**src/chcs_pkg.sv**
```systemverilog
package chcs_pkg;

  localparam int CFG_IDX_W  = 3;
  localparam int CFG_DATA_W = 20;

  localparam logic [CFG_IDX_W-1:0] CFG_SEARCH_SPEED    = 3'd0;
  localparam logic [CFG_IDX_W-1:0] CFG_SEARCH_NEGATIVE = 3'd1;
  localparam logic [CFG_IDX_W-1:0] CFG_STUCK_TIMEOUT   = 3'd2;
  localparam logic [CFG_IDX_W-1:0] CFG_UNSTICK_HALF    = 3'd3;
  localparam logic [CFG_IDX_W-1:0] CFG_ANNOUNCE_PERIOD = 3'd4;

  localparam int CNT_W     = 32;
  localparam int HALF_W    = 16;
  localparam int DIV_STEPS = CNT_W;
  localparam int DIV_CNT_W = $clog2(DIV_STEPS + 1);

  typedef struct packed {
    logic               restart;
    logic               switch_level;
    logic signed [31:0] joint_position;
    logic signed [31:0] rising_edge_position;
    logic signed [31:0] falling_edge_position;
  } chcs_in_t;

  typedef struct packed {
    logic signed [15:0] steer_velocity;
    logic signed [31:0] zero_offset;
    logic               calibrated;
    logic               announce_pulse;
    logic               run_velocity_loop;
    logic [1:0]         phase;
  } chcs_out_t;

  typedef struct packed {
    logic              done;
    logic [HALF_W-1:0] rem;
    logic              qlsb;
  } chcs_div_res_t;

endpackage

```
**src/chcs_rediv.sv**
```systemverilog
module chcs_rediv (
  input  logic                   clk,
  input  logic                   rst_n,
  input  logic                   start,
  input  logic [chcs_pkg::CNT_W-1:0]  dividend,
  input  logic [chcs_pkg::HALF_W-1:0] divisor,
  output logic                   busy,
  output chcs_pkg::chcs_div_res_t res
);
  import chcs_pkg::*;

  logic [DIV_CNT_W-1:0] cnt_r;
  logic [HALF_W-1:0]    acc_r;
  logic [CNT_W-1:0]     quo_r;
  logic [HALF_W-1:0]    dvs_r;

  logic [HALF_W:0]   sh;
  logic [HALF_W:0]   diff;
  logic              ge;
  logic [HALF_W-1:0] acc_nxt;

  // restoring division, one quotient bit per cycle, MSB first
  always_comb begin
    sh      = {acc_r, quo_r[CNT_W-1]};
    diff    = sh - {1'b0, dvs_r};
    ge      = sh >= {1'b0, dvs_r};
    acc_nxt = ge ? diff[HALF_W-1:0] : sh[HALF_W-1:0];
  end

  assign busy     = cnt_r != '0;
  assign res.done = cnt_r == DIV_CNT_W'(1);
  assign res.rem  = acc_nxt;
  assign res.qlsb = ge;

  always_ff @(posedge clk) begin
    if (!rst_n) begin
      cnt_r <= '0;
    end else if (start) begin
      cnt_r <= DIV_CNT_W'(DIV_STEPS);
    end else if (busy) begin
      cnt_r <= cnt_r - DIV_CNT_W'(1);
    end
  end

  always_ff @(posedge clk) begin
    if (start) begin
      acc_r <= '0;
      quo_r <= dividend;
      dvs_r <= divisor;
    end else if (busy) begin
      acc_r <= acc_nxt;
      quo_r <= {quo_r[CNT_W-2:0], 1'b0};
    end
  end

  a_div_rem_below: assert property (@(posedge clk) disable iff (!rst_n)
    res.done |-> res.rem < dvs_r)
    else $error("division remainder not below divisor");

endmodule

```
**src/chcs_outbuf.sv**
```systemverilog
module chcs_outbuf (
  input  logic                clk,
  input  logic                rst_n,
  input  logic                push,
  input  chcs_pkg::chcs_out_t push_data,
  output logic                full,
  output logic                out_valid,
  input  logic                out_stall,
  output chcs_pkg::chcs_out_t out_data
);
  import chcs_pkg::*;

  logic      main_valid_r;
  logic      skid_valid_r;
  chcs_out_t main_r;
  chcs_out_t skid_r;
  logic      pop;

  assign pop       = main_valid_r && !out_stall;
  assign full      = skid_valid_r;
  assign out_valid = main_valid_r;
  assign out_data  = main_r;

  always_ff @(posedge clk) begin
    if (!rst_n) begin
      main_valid_r <= 1'b0;
      skid_valid_r <= 1'b0;
    end else if (skid_valid_r) begin
      if (pop) begin
        main_r       <= skid_r;
        skid_valid_r <= 1'b0;
      end
    end else if (push) begin
      if (!main_valid_r || pop) begin
        main_r       <= push_data;
        main_valid_r <= 1'b1;
      end else begin
        skid_r       <= push_data;
        skid_valid_r <= 1'b1;
      end
    end else if (pop) begin
      main_valid_r <= 1'b0;
    end
  end

  a_skid_behind_main: assert property (@(posedge clk) disable iff (!rst_n)
    skid_valid_r |-> main_valid_r)
    else $error("skid entry held without main entry");

endmodule

```
**src/chcs_core.sv**
```systemverilog
module chcs_core (
  input  logic                             clk,
  input  logic                             rst_n,
  input  logic                             cfg_we,
  input  logic [chcs_pkg::CFG_IDX_W-1:0]   cfg_index,
  input  logic [chcs_pkg::CFG_DATA_W-1:0]  cfg_data,
  input  logic                             in_valid,
  output logic                             in_stall,
  input  chcs_pkg::chcs_in_t               in_data,
  input  logic                             buf_full,
  output logic                             push,
  output chcs_pkg::chcs_out_t              push_data
);
  import chcs_pkg::*;

  typedef enum logic [1:0] {
    PH_INIT  = 2'd0,
    PH_BEGIN = 2'd1,
    PH_MOVE  = 2'd2,
    PH_CAL   = 2'd3
  } phase_t;

  logic [12:0]       speed_r;
  logic              neg_r;
  logic [19:0]       timeout_r;
  logic [HALF_W-1:0] half_r;
  logic [19:0]       ann_per_r;

  logic               s1_valid_r;
  chcs_in_t           s1_r;
  phase_t             phase_r, phase_nxt;
  logic [CNT_W-1:0]   tick_r;
  logic [CNT_W-1:0]   move_start_r, move_start_nxt;
  logic [CNT_W-1:0]   last_ann_r, last_ann_nxt;
  logic               start_sw_r, start_sw_nxt;
  logic signed [31:0] start_pos_r, start_pos_nxt;
  logic signed [15:0] steer_r, steer_nxt;
  logic [CNT_W-1:0]   unstick_r, unstick_nxt;
  logic [HALF_W-1:0]  urem_r, urem_nxt;
  logic               upar_r, upar_nxt;
  logic signed [31:0] offset_r, offset_nxt;
  logic               announce;

  logic              div_start;
  logic              div_busy;
  chcs_div_res_t     div_res;
  logic [HALF_W-1:0] half_new;
  logic [HALF_W-1:0] half_eff;
  logic              accept;

  logic [15:0]       spd16;
  logic [15:0]       vel_begin;
  logic [15:0]       vel_move;
  logic [32:0]       pdiff;
  logic              d_neg, d_pos, st_pos, st_neg;
  logic [CNT_W-1:0]  elapsed, since_ann;
  logic [HALF_W-1:0] urem_inc;
  phase_t            ph_cur;

  assign div_start = cfg_we && cfg_index == CFG_UNSTICK_HALF;
  assign half_new  = (cfg_data[HALF_W-1:0] == '0) ? HALF_W'(1) : cfg_data[HALF_W-1:0];
  assign half_eff  = (half_r == '0) ? HALF_W'(1) : half_r;

  assign push     = s1_valid_r && !buf_full;
  assign in_stall = div_busy || div_start || (s1_valid_r && buf_full);
  assign accept   = in_valid && !in_stall;

  chcs_rediv u_div (
    .clk      (clk),
    .rst_n    (rst_n),
    .start    (div_start),
    .dividend (unstick_r),
    .divisor  (half_new),
    .busy     (div_busy),
    .res      (div_res)
  );

  always_ff @(posedge clk) begin
    if (!rst_n) begin
      speed_r   <= 13'd256;
      neg_r     <= 1'b0;
      timeout_r <= 20'd6000;
      half_r    <= 16'd1000;
      ann_per_r <= 20'd500;
    end else if (cfg_we) begin
      case (cfg_index)
        CFG_SEARCH_SPEED:    speed_r   <= cfg_data[12:0];
        CFG_SEARCH_NEGATIVE: neg_r     <= cfg_data[0];
        CFG_STUCK_TIMEOUT:   timeout_r <= cfg_data[19:0];
        CFG_UNSTICK_HALF:    half_r    <= cfg_data[HALF_W-1:0];
        CFG_ANNOUNCE_PERIOD: ann_per_r <= cfg_data[19:0];
        default: ;
      endcase
    end
  end

  always_comb begin
    spd16     = {3'b000, speed_r};
    vel_begin = (neg_r ^ s1_r.switch_level) ? 16'(-spd16) : spd16;
    vel_move  = (neg_r ^ start_sw_r) ? 16'(-spd16) : spd16;
    pdiff     = {s1_r.joint_position[31], s1_r.joint_position}
              - {start_pos_r[31], start_pos_r};
    d_neg     = pdiff[32];
    d_pos     = !pdiff[32] && pdiff != '0;
    st_neg    = steer_r[15];
    st_pos    = !steer_r[15] && steer_r != '0;
    elapsed   = tick_r - move_start_r;
    since_ann = tick_r - last_ann_r;
    urem_inc  = urem_r + HALF_W'(1);
    ph_cur    = s1_r.restart ? PH_INIT : phase_r;

    phase_nxt      = ph_cur;
    move_start_nxt = move_start_r;
    last_ann_nxt   = last_ann_r;
    start_sw_nxt   = start_sw_r;
    start_pos_nxt  = start_pos_r;
    steer_nxt      = steer_r;
    unstick_nxt    = unstick_r;
    urem_nxt       = urem_r;
    upar_nxt       = upar_r;
    offset_nxt     = s1_r.restart ? 32'sd0 : offset_r;
    announce       = 1'b0;

    case (ph_cur)
      PH_INIT: begin
        steer_nxt = '0;
        phase_nxt = PH_BEGIN;
      end
      PH_BEGIN: begin
        move_start_nxt = tick_r;
        start_sw_nxt   = s1_r.switch_level;
        start_pos_nxt  = s1_r.joint_position;
        steer_nxt      = vel_begin;
        phase_nxt      = PH_MOVE;
      end
      PH_MOVE: begin
        if (s1_r.switch_level != start_sw_r) begin
          if ((st_pos && d_neg) || (st_neg && d_pos)) begin
            phase_nxt = PH_BEGIN;
          end else begin
            offset_nxt = s1_r.switch_level ? s1_r.rising_edge_position
                                           : s1_r.falling_edge_position;
            phase_nxt  = PH_CAL;
            steer_nxt  = '0;
          end
        end else if (elapsed > CNT_W'(timeout_r)) begin
          steer_nxt   = upar_r ? 16'sd0 : {vel_move[13:0], 2'b00};
          unstick_nxt = unstick_r + CNT_W'(1);
          if (unstick_r == '1) begin
            urem_nxt = '0;
            upar_nxt = 1'b0;
          end else if (urem_inc == half_eff) begin
            urem_nxt = '0;
            upar_nxt = !upar_r;
          end else begin
            urem_nxt = urem_inc;
          end
        end else begin
          unstick_nxt = '0;
          urem_nxt    = '0;
          upar_nxt    = 1'b0;
        end
      end
      default: begin
        steer_nxt = '0;
        if (since_ann > CNT_W'(ann_per_r)) begin
          last_ann_nxt = tick_r;
          announce     = 1'b1;
        end
      end
    endcase

    push_data.steer_velocity    = steer_nxt;
    push_data.zero_offset       = offset_nxt;
    push_data.calibrated        = phase_nxt == PH_CAL;
    push_data.announce_pulse    = announce;
    push_data.run_velocity_loop = phase_nxt != PH_CAL;
    push_data.phase             = phase_nxt;
  end

  always_ff @(posedge clk) begin
    if (accept) begin
      s1_r <= in_data;
    end
  end

  always_ff @(posedge clk) begin
    if (!rst_n) begin
      s1_valid_r   <= 1'b0;
      phase_r      <= PH_INIT;
      tick_r       <= '0;
      move_start_r <= '0;
      last_ann_r   <= '0;
      start_sw_r   <= 1'b0;
      start_pos_r  <= '0;
      steer_r      <= '0;
      unstick_r    <= '0;
      urem_r       <= '0;
      upar_r       <= 1'b0;
      offset_r     <= '0;
    end else begin
      if (accept) begin
        s1_valid_r <= 1'b1;
      end else if (push) begin
        s1_valid_r <= 1'b0;
      end
      if (push) begin
        phase_r      <= phase_nxt;
        tick_r       <= tick_r + CNT_W'(1);
        move_start_r <= move_start_nxt;
        last_ann_r   <= last_ann_nxt;
        start_sw_r   <= start_sw_nxt;
        start_pos_r  <= start_pos_nxt;
        steer_r      <= steer_nxt;
        unstick_r    <= unstick_nxt;
        urem_r       <= urem_nxt;
        upar_r       <= upar_nxt;
        offset_r     <= offset_nxt;
      end else if (div_res.done) begin
        urem_r <= div_res.rem;
        upar_r <= div_res.qlsb;
      end
    end
  end

  a_rem_in_range: assert property (@(posedge clk) disable iff (!rst_n)
    !div_busy |-> urem_r < half_eff)
    else $error("unstick remainder out of range");

  a_restart_to_begin: assert property (@(posedge clk) disable iff (!rst_n)
    push && s1_r.restart |-> push_data.phase == PH_BEGIN && push_data.zero_offset == 0)
    else $error("restart did not return to begin with cleared offset");

  a_announce_cal: assert property (@(posedge clk) disable iff (!rst_n)
    push && push_data.announce_pulse |-> push_data.phase == PH_CAL)
    else $error("announce outside calibrated phase");

  a_cal_no_steer: assert property (@(posedge clk) disable iff (!rst_n)
    push && push_data.phase == PH_CAL |-> push_data.steer_velocity == 0)
    else $error("steer command while calibrated");

endmodule

```
**src/caster_homing_calibration_sequencer.sv**
```systemverilog
// An accepted item goes through the input register, then through the state
// update into the output register. Throughput: one item per cycle while
// in_stall is low; the output skid stage keeps input open. A write of the
// unstick half period starts a remainder division that holds in_stall
// high. Reset (rst_n low, synchronous) gives init phase.
module caster_homing_calibration_sequencer (
  input  logic                            clk,
  input  logic                            rst_n,
  input  logic                            cfg_we,
  input  logic [chcs_pkg::CFG_IDX_W-1:0]  cfg_index,
  input  logic [chcs_pkg::CFG_DATA_W-1:0] cfg_data,
  input  logic                            in_valid,
  output logic                            in_stall,
  input  chcs_pkg::chcs_in_t              in_data,
  output logic                            out_valid,
  input  logic                            out_stall,
  output chcs_pkg::chcs_out_t             out_data
);
  import chcs_pkg::*;

  logic      buf_full;
  logic      push;
  chcs_out_t push_data;

  chcs_core u_core (
    .clk       (clk),
    .rst_n     (rst_n),
    .cfg_we    (cfg_we),
    .cfg_index (cfg_index),
    .cfg_data  (cfg_data),
    .in_valid  (in_valid),
    .in_stall  (in_stall),
    .in_data   (in_data),
    .buf_full  (buf_full),
    .push      (push),
    .push_data (push_data)
  );

  chcs_outbuf u_outbuf (
    .clk       (clk),
    .rst_n     (rst_n),
    .push      (push),
    .push_data (push_data),
    .full      (buf_full),
    .out_valid (out_valid),
    .out_stall (out_stall),
    .out_data  (out_data)
  );

endmodule
```
**config.mk**
```make
export PLATFORM = sky130hd
export DESIGN_NAME = caster_homing_calibration_sequencer
export DESIGN_NICKNAME = d
export VERILOG_FILES = /design/src/chcs_pkg.sv /design/src/chcs_rediv.sv /design/src/chcs_outbuf.sv /design/src/chcs_core.sv /design/src/caster_homing_calibration_sequencer.sv
export SDC_FILE = /design/constraint.sdc
export NUM_CORES = 1
export LEC_CHECK = 0
export ABC_AREA = 0
export BUFFER_PORTS_ARGS = -buffer_cell sky130_fd_sc_hd__buf_2
export CAP_MARGIN = 20
export CELL_PAD_IN_SITES_DETAIL_PLACEMENT = 0
export CELL_PAD_IN_SITES_GLOBAL_PLACEMENT = 1
export CORE_MARGIN = 2
export CORE_UTILIZATION = 51
export DETAILED_ROUTE_END_ITERATION = 12
export GPL_TIMING_DRIVEN = 0
export PLACE_DENSITY_LB_ADDON = 0.3
export RECOVER_POWER = 25
export SLEW_MARGIN = 20
export SYNTH_ARGS = -nofsm -noshare
export SYNTH_HDL_FRONTEND = slang
export SYNTH_SLANG_ARGS = --single-unit
```
**constraint.sdc**
```tcl
create_clock -name clk -period 8.45 [get_ports clk]
set_input_delay 0.4225 -clock clk [delete_from_list [all_inputs] [get_ports clk]]
set_output_delay 0.4225 -clock clk [all_outputs]
set_load 0.02 [all_outputs]
```
==> key figures <==
Status
  • Outcome: complete, no violations

Drt
  • Routed len/inst: 18.66 um
  • Met3 WL post-DR: 5511 um
  • DRT Wirelength: 89380 um
  • Met2 wire length: 40920 um
  • Via count: 27060
  • Vias/cell: around 5.6
  • DRC errors left: 0
  • M1 wire length: 40160 um
  • DR iter-0 viols: 1982
  • DRT Pass-1 Iters: 6
  • Detail Route Antenna Nets: 0
  • Highest Signal Layer: met4

Cells and area
  • Fillers: about 5500
  • Max reg flops: 98
  • Area Overhead vs Synth: 16.15%
  • Nets@finish: 4189
  • Area occupied by multi-input gates: 0.01611 sq mm
  • Post-route insts no fill: between 4000 and 5000
  • Share of layout cells above drive strength 1: a little over 7%
  • Top reg by flops: u_core.s1_r
  • Design Area, Final: around 0.037 sq mm
  • Seq. cell area: roughly 0.014 sq mm
  • Post-layout util: 59.78%

Floorplanning
  • Initial core utilization: 51.46%
  • Core box area: approximately 0.06 sq mm
  • Die H: around 250 um
  • Die Span X: 253.3 um
  • Row count: 91
  • I/O pin count: 181
  • Die ar.: 0.06417 sq mm

Setup path
  • CP startpoint kind: flip-flop
  • Critical Path Sink Type: flip-flop
  • Setup Crit Path Kind: flip-flop to flip-flop
  • Reg2reg setup slack: roughly 960 ps
  • CP Max Fanout: 10
  • Critical Path AT: 7820 ps
  • Required time worst endpoint: 8780 ps

Flow run
  • Number of max-cap violations: 0

Clock tree
  • Clock buffer depth: 3
  • TritonCTS clock tree: built
  • CTS sink cnt: 575
  • Resize count post-CTS: 0
  • Worst-Skew Late Latency: 660 ps
  • H-Tree Depth: 2
  • Worst-path clk slew: ~70 ps
  • Num CTS Buffers: 61
  • Root buffer selected by CTS: clkbuf_16

Logic synthesis
  • Number of synthesized flops with an enable pin: 252
  • Yosys cell types: 80
  • Sequential cell area fraction in the yosys report: 44.27%
  • Syn_nets: 3843
  • Ys async rst share: 0%
  • Avg Cell Area, Syn: 8.925 sq um
  • FF+latch count, synth: 575
  • Ys flop type: dfxtp_1
  • Synth warnings: 0
  • Mapped cell area: 0.03170 sq mm
  • Synthesized instance count: 3552

Place
  • Hpwl dp: 64750 um
  • Dpl cell area: 0.03383 sq mm
  • Placed cells: 4574
  • GPL Wtd Cong: 0.9210
  • IO Port Bufs: 179
  • Post-Place Worst Slack: roughly 1000 ps

Timing
  • Min Tclk post-route: 7491 ps
  • # setup viols final: 0
  • Tcrit/Tclk final: between 80% and 90%
  • Fmax: about 130 MHz
  • Hold WS: 52.88 ps
  • Max-slew violations: 0
  • Clk_skew: 36.76 ps
  • Sum Neg Setup Slack: 0 ps
  • Worst slew pin tran: 1101 ps
  • Max transition margin: 26.60%
  • Hold Fails Final Rpt: 0
  • Final setup margin: ~960 ps
  • RSZ-0062 raised after global routing: no

Pwr
  • Sw Pwr: 2.757 mW
  • Sequential share of power: 41.5%
  • Combinational Power Share: 25.7%
  • Clk network pwr share: 32.8%
  • Switch share: between 30 and 40%
  • Leakage power: 13.55 nW
  • Pint: roughly 5.6 mW
  • VDD IR max: 203.0 uV
  • Tot Pwr: 8.381 mW
  • Power Density: between 200 and 250 mW/mm^2

Global routing
  • GRT overflow: 0
  • Vias in the first global route: 25640
  • Initial antenna violation count: 1
  • First-pass GRT wire length: 139300 um
  • GR Util All Layers: about 27%
  • Largest net degree at the start of global routing: 53

Worst hold path
  • HP Class: input port to flip-flop
==> layout by cell type, fill, tap and decap left out, types with 11 or more instances in the layout <==
| cell | synthesis | final |
|---|---|---|
| buf_2 | 4 | 114 |
| dfxtp_1 | 323 | 323 |
| nor2_1 | 203 | 201 |
| o21bai_1 | 11 | 11 |
| a21boi_0 | 47 | 47 |
| nand2_1 | 670 | 669 |
| clkbuf_1 | 185 | 262 |
| ha_1 | 161 | 161 |
| edfxtp_1 | 252 | 252 |
| nand4_1 | 52 | 52 |
| o21a_1 | 19 | 19 |
| xnor2_1 | 128 | 128 |
| o2111ai_1 | 43 | 43 |
| xor2_1 | 58 | 58 |
| a21oi_1 | 246 | 246 |
| nor4_1 | 20 | 20 |
| o2bb2ai_1 | 33 | 33 |
| o211ai_1 | 61 | 61 |
| mux2i_1 | 79 | 79 |
| clkinv_2 | 0 | 12 |
| a21o_1 | 39 | 39 |
| nor3_1 | 71 | 71 |
| o22ai_2 | 30 | 30 |
| nor2b_1 | 25 | 25 |
| and2_1 | 46 | 46 |
| nand2b_1 | 25 | 25 |
| dlygate4sd3_1 | 0 | 98 |
| a211oi_1 | 43 | 43 |
| o221ai_1 | 15 | 15 |
| nand3_1 | 77 | 77 |
| and3_1 | 23 | 23 |
| clkbuf_16 | 0 | 63 |
| or3_1 | 16 | 16 |
| a22oi_1 | 21 | 21 |
| o21ai_0 | 147 | 147 |
| o22ai_1 | 16 | 16 |
| a31oi_1 | 13 | 13 |
| inv_1 | 200 | 201 |
==> power groups by stage <==
stage,clock (mW),sequential (mW),combinational (mW)
6_report,2.75,3.48,2.15
5_1_grt,2.89,3.51,2.38
4_1_cts,2.79,3.47,2.14
3_5_place_dp,0,3.53,2.09
3_3_place_gp,0,3.55,2.05
2_1_floorplan,0,3.51,1.46
==> final timing paths <==
kind	end	start	cells after the start
worst max register to register	u_outbuf.out_data[49]	u_core.tick_r[0]	23
worst min register to register	u_core.start_pos_r[24]	u_core.start_pos_r[24]	2
worst max-delay path	u_outbuf.out_data[49]	u_core.tick_r[0]	23
worst min-delay path	u_core.ann_per_r[17]	cfg_data[17]	3
==> cells in the mapped netlist (all sizes together), types with 19 or more instances <==
cell type    n  share of area (%)
o21ai      147                2.3
o2111ai     43                1.2
nor4        20               0.39
nand2      670                7.9
nand3       77                1.2
o211ai      61                1.4
dfxtp      323                 20
inv        202                2.4
and3        23               0.45
ha         161                6.4
o2bb2ai     33               0.91
xor2        58                1.6
a22oi       21               0.50
nand4       52                1.0
nor2       203                2.4
o22ai       46                1.5
a21oi      246                3.9
o21a        19               0.45
nor2b       25               0.49
a211oi      44                1.1
clkbuf     185                2.2
edfxtp     252                 24
nor3        72                1.2
a21boi      47                1.1
a21o        39               0.92
and2        46               0.91
mux2i       79                2.5
xnor2      128                3.5
nand2b      25               0.49
==> critical path, stage by stage (launching register included) <==
cell and delay [ps]:
dfxtp_1 430, inv_1 210, ha_1 190, inv_1 50, fa_1 420, a211oi_1 220
o21ai_0 270, o311ai_0 780, nand2_1 210, a21oi_1 210, xnor2_1 120, ha_1 220
a21oi_1 150, nor2_1 50, or4b_2 610, a2111o_1 370, a31oi_1 330, o2111ai_1 180
nor4_1 300, nand4_1 450, clkbuf_1 400, buf_1 370, a22oi_1 380, o221ai_1 270
==> timing repair <==
action	CTS	global route
hold buffers	98	0
hold endpoints to repair	98	0
buffers inserted	0	0
==> area by class of cell <==
class / count / share of cell area, %
Antenna cell: 1 / 0.006796
Tap cell: 837 / 2.844
Clock buffer: 83 / 4.757
Sequential cell: 575 / 38.11
Multi-Input combinational cell: 2570 / 43.75
Inverter: 204 / 2.093
Clock inverter: 33 / 0.9209
Buffer: 203 / 2.199
Timing Repair Buffer: 283 / 5.314
==> layer usage <==
metal	track usage [%]	vias to the layer above
met3	4.739	152
met1	37.19	12810
li1	-	13320
met5	0	-
met4	9.180	0
met2	44.08	781
==> kinds of logic (layout without fill, tap and decap cells) <==
group	count (synthesis)	in the layout	synth area share, %
AO/OA/AOI/OAI	867	867	18.58
XOR/XNOR	186	186	5.139
AND/OR/NAND/NOR	1270	1270	17.84
other	0	1	0
multiplexers	82	82	2.601
buffers and inverters	407	806	4.965
adder cells (fa/ha/maj)	165	165	6.607
flip-flops	575	575	44.27
(Power assumes the default switching activity.)
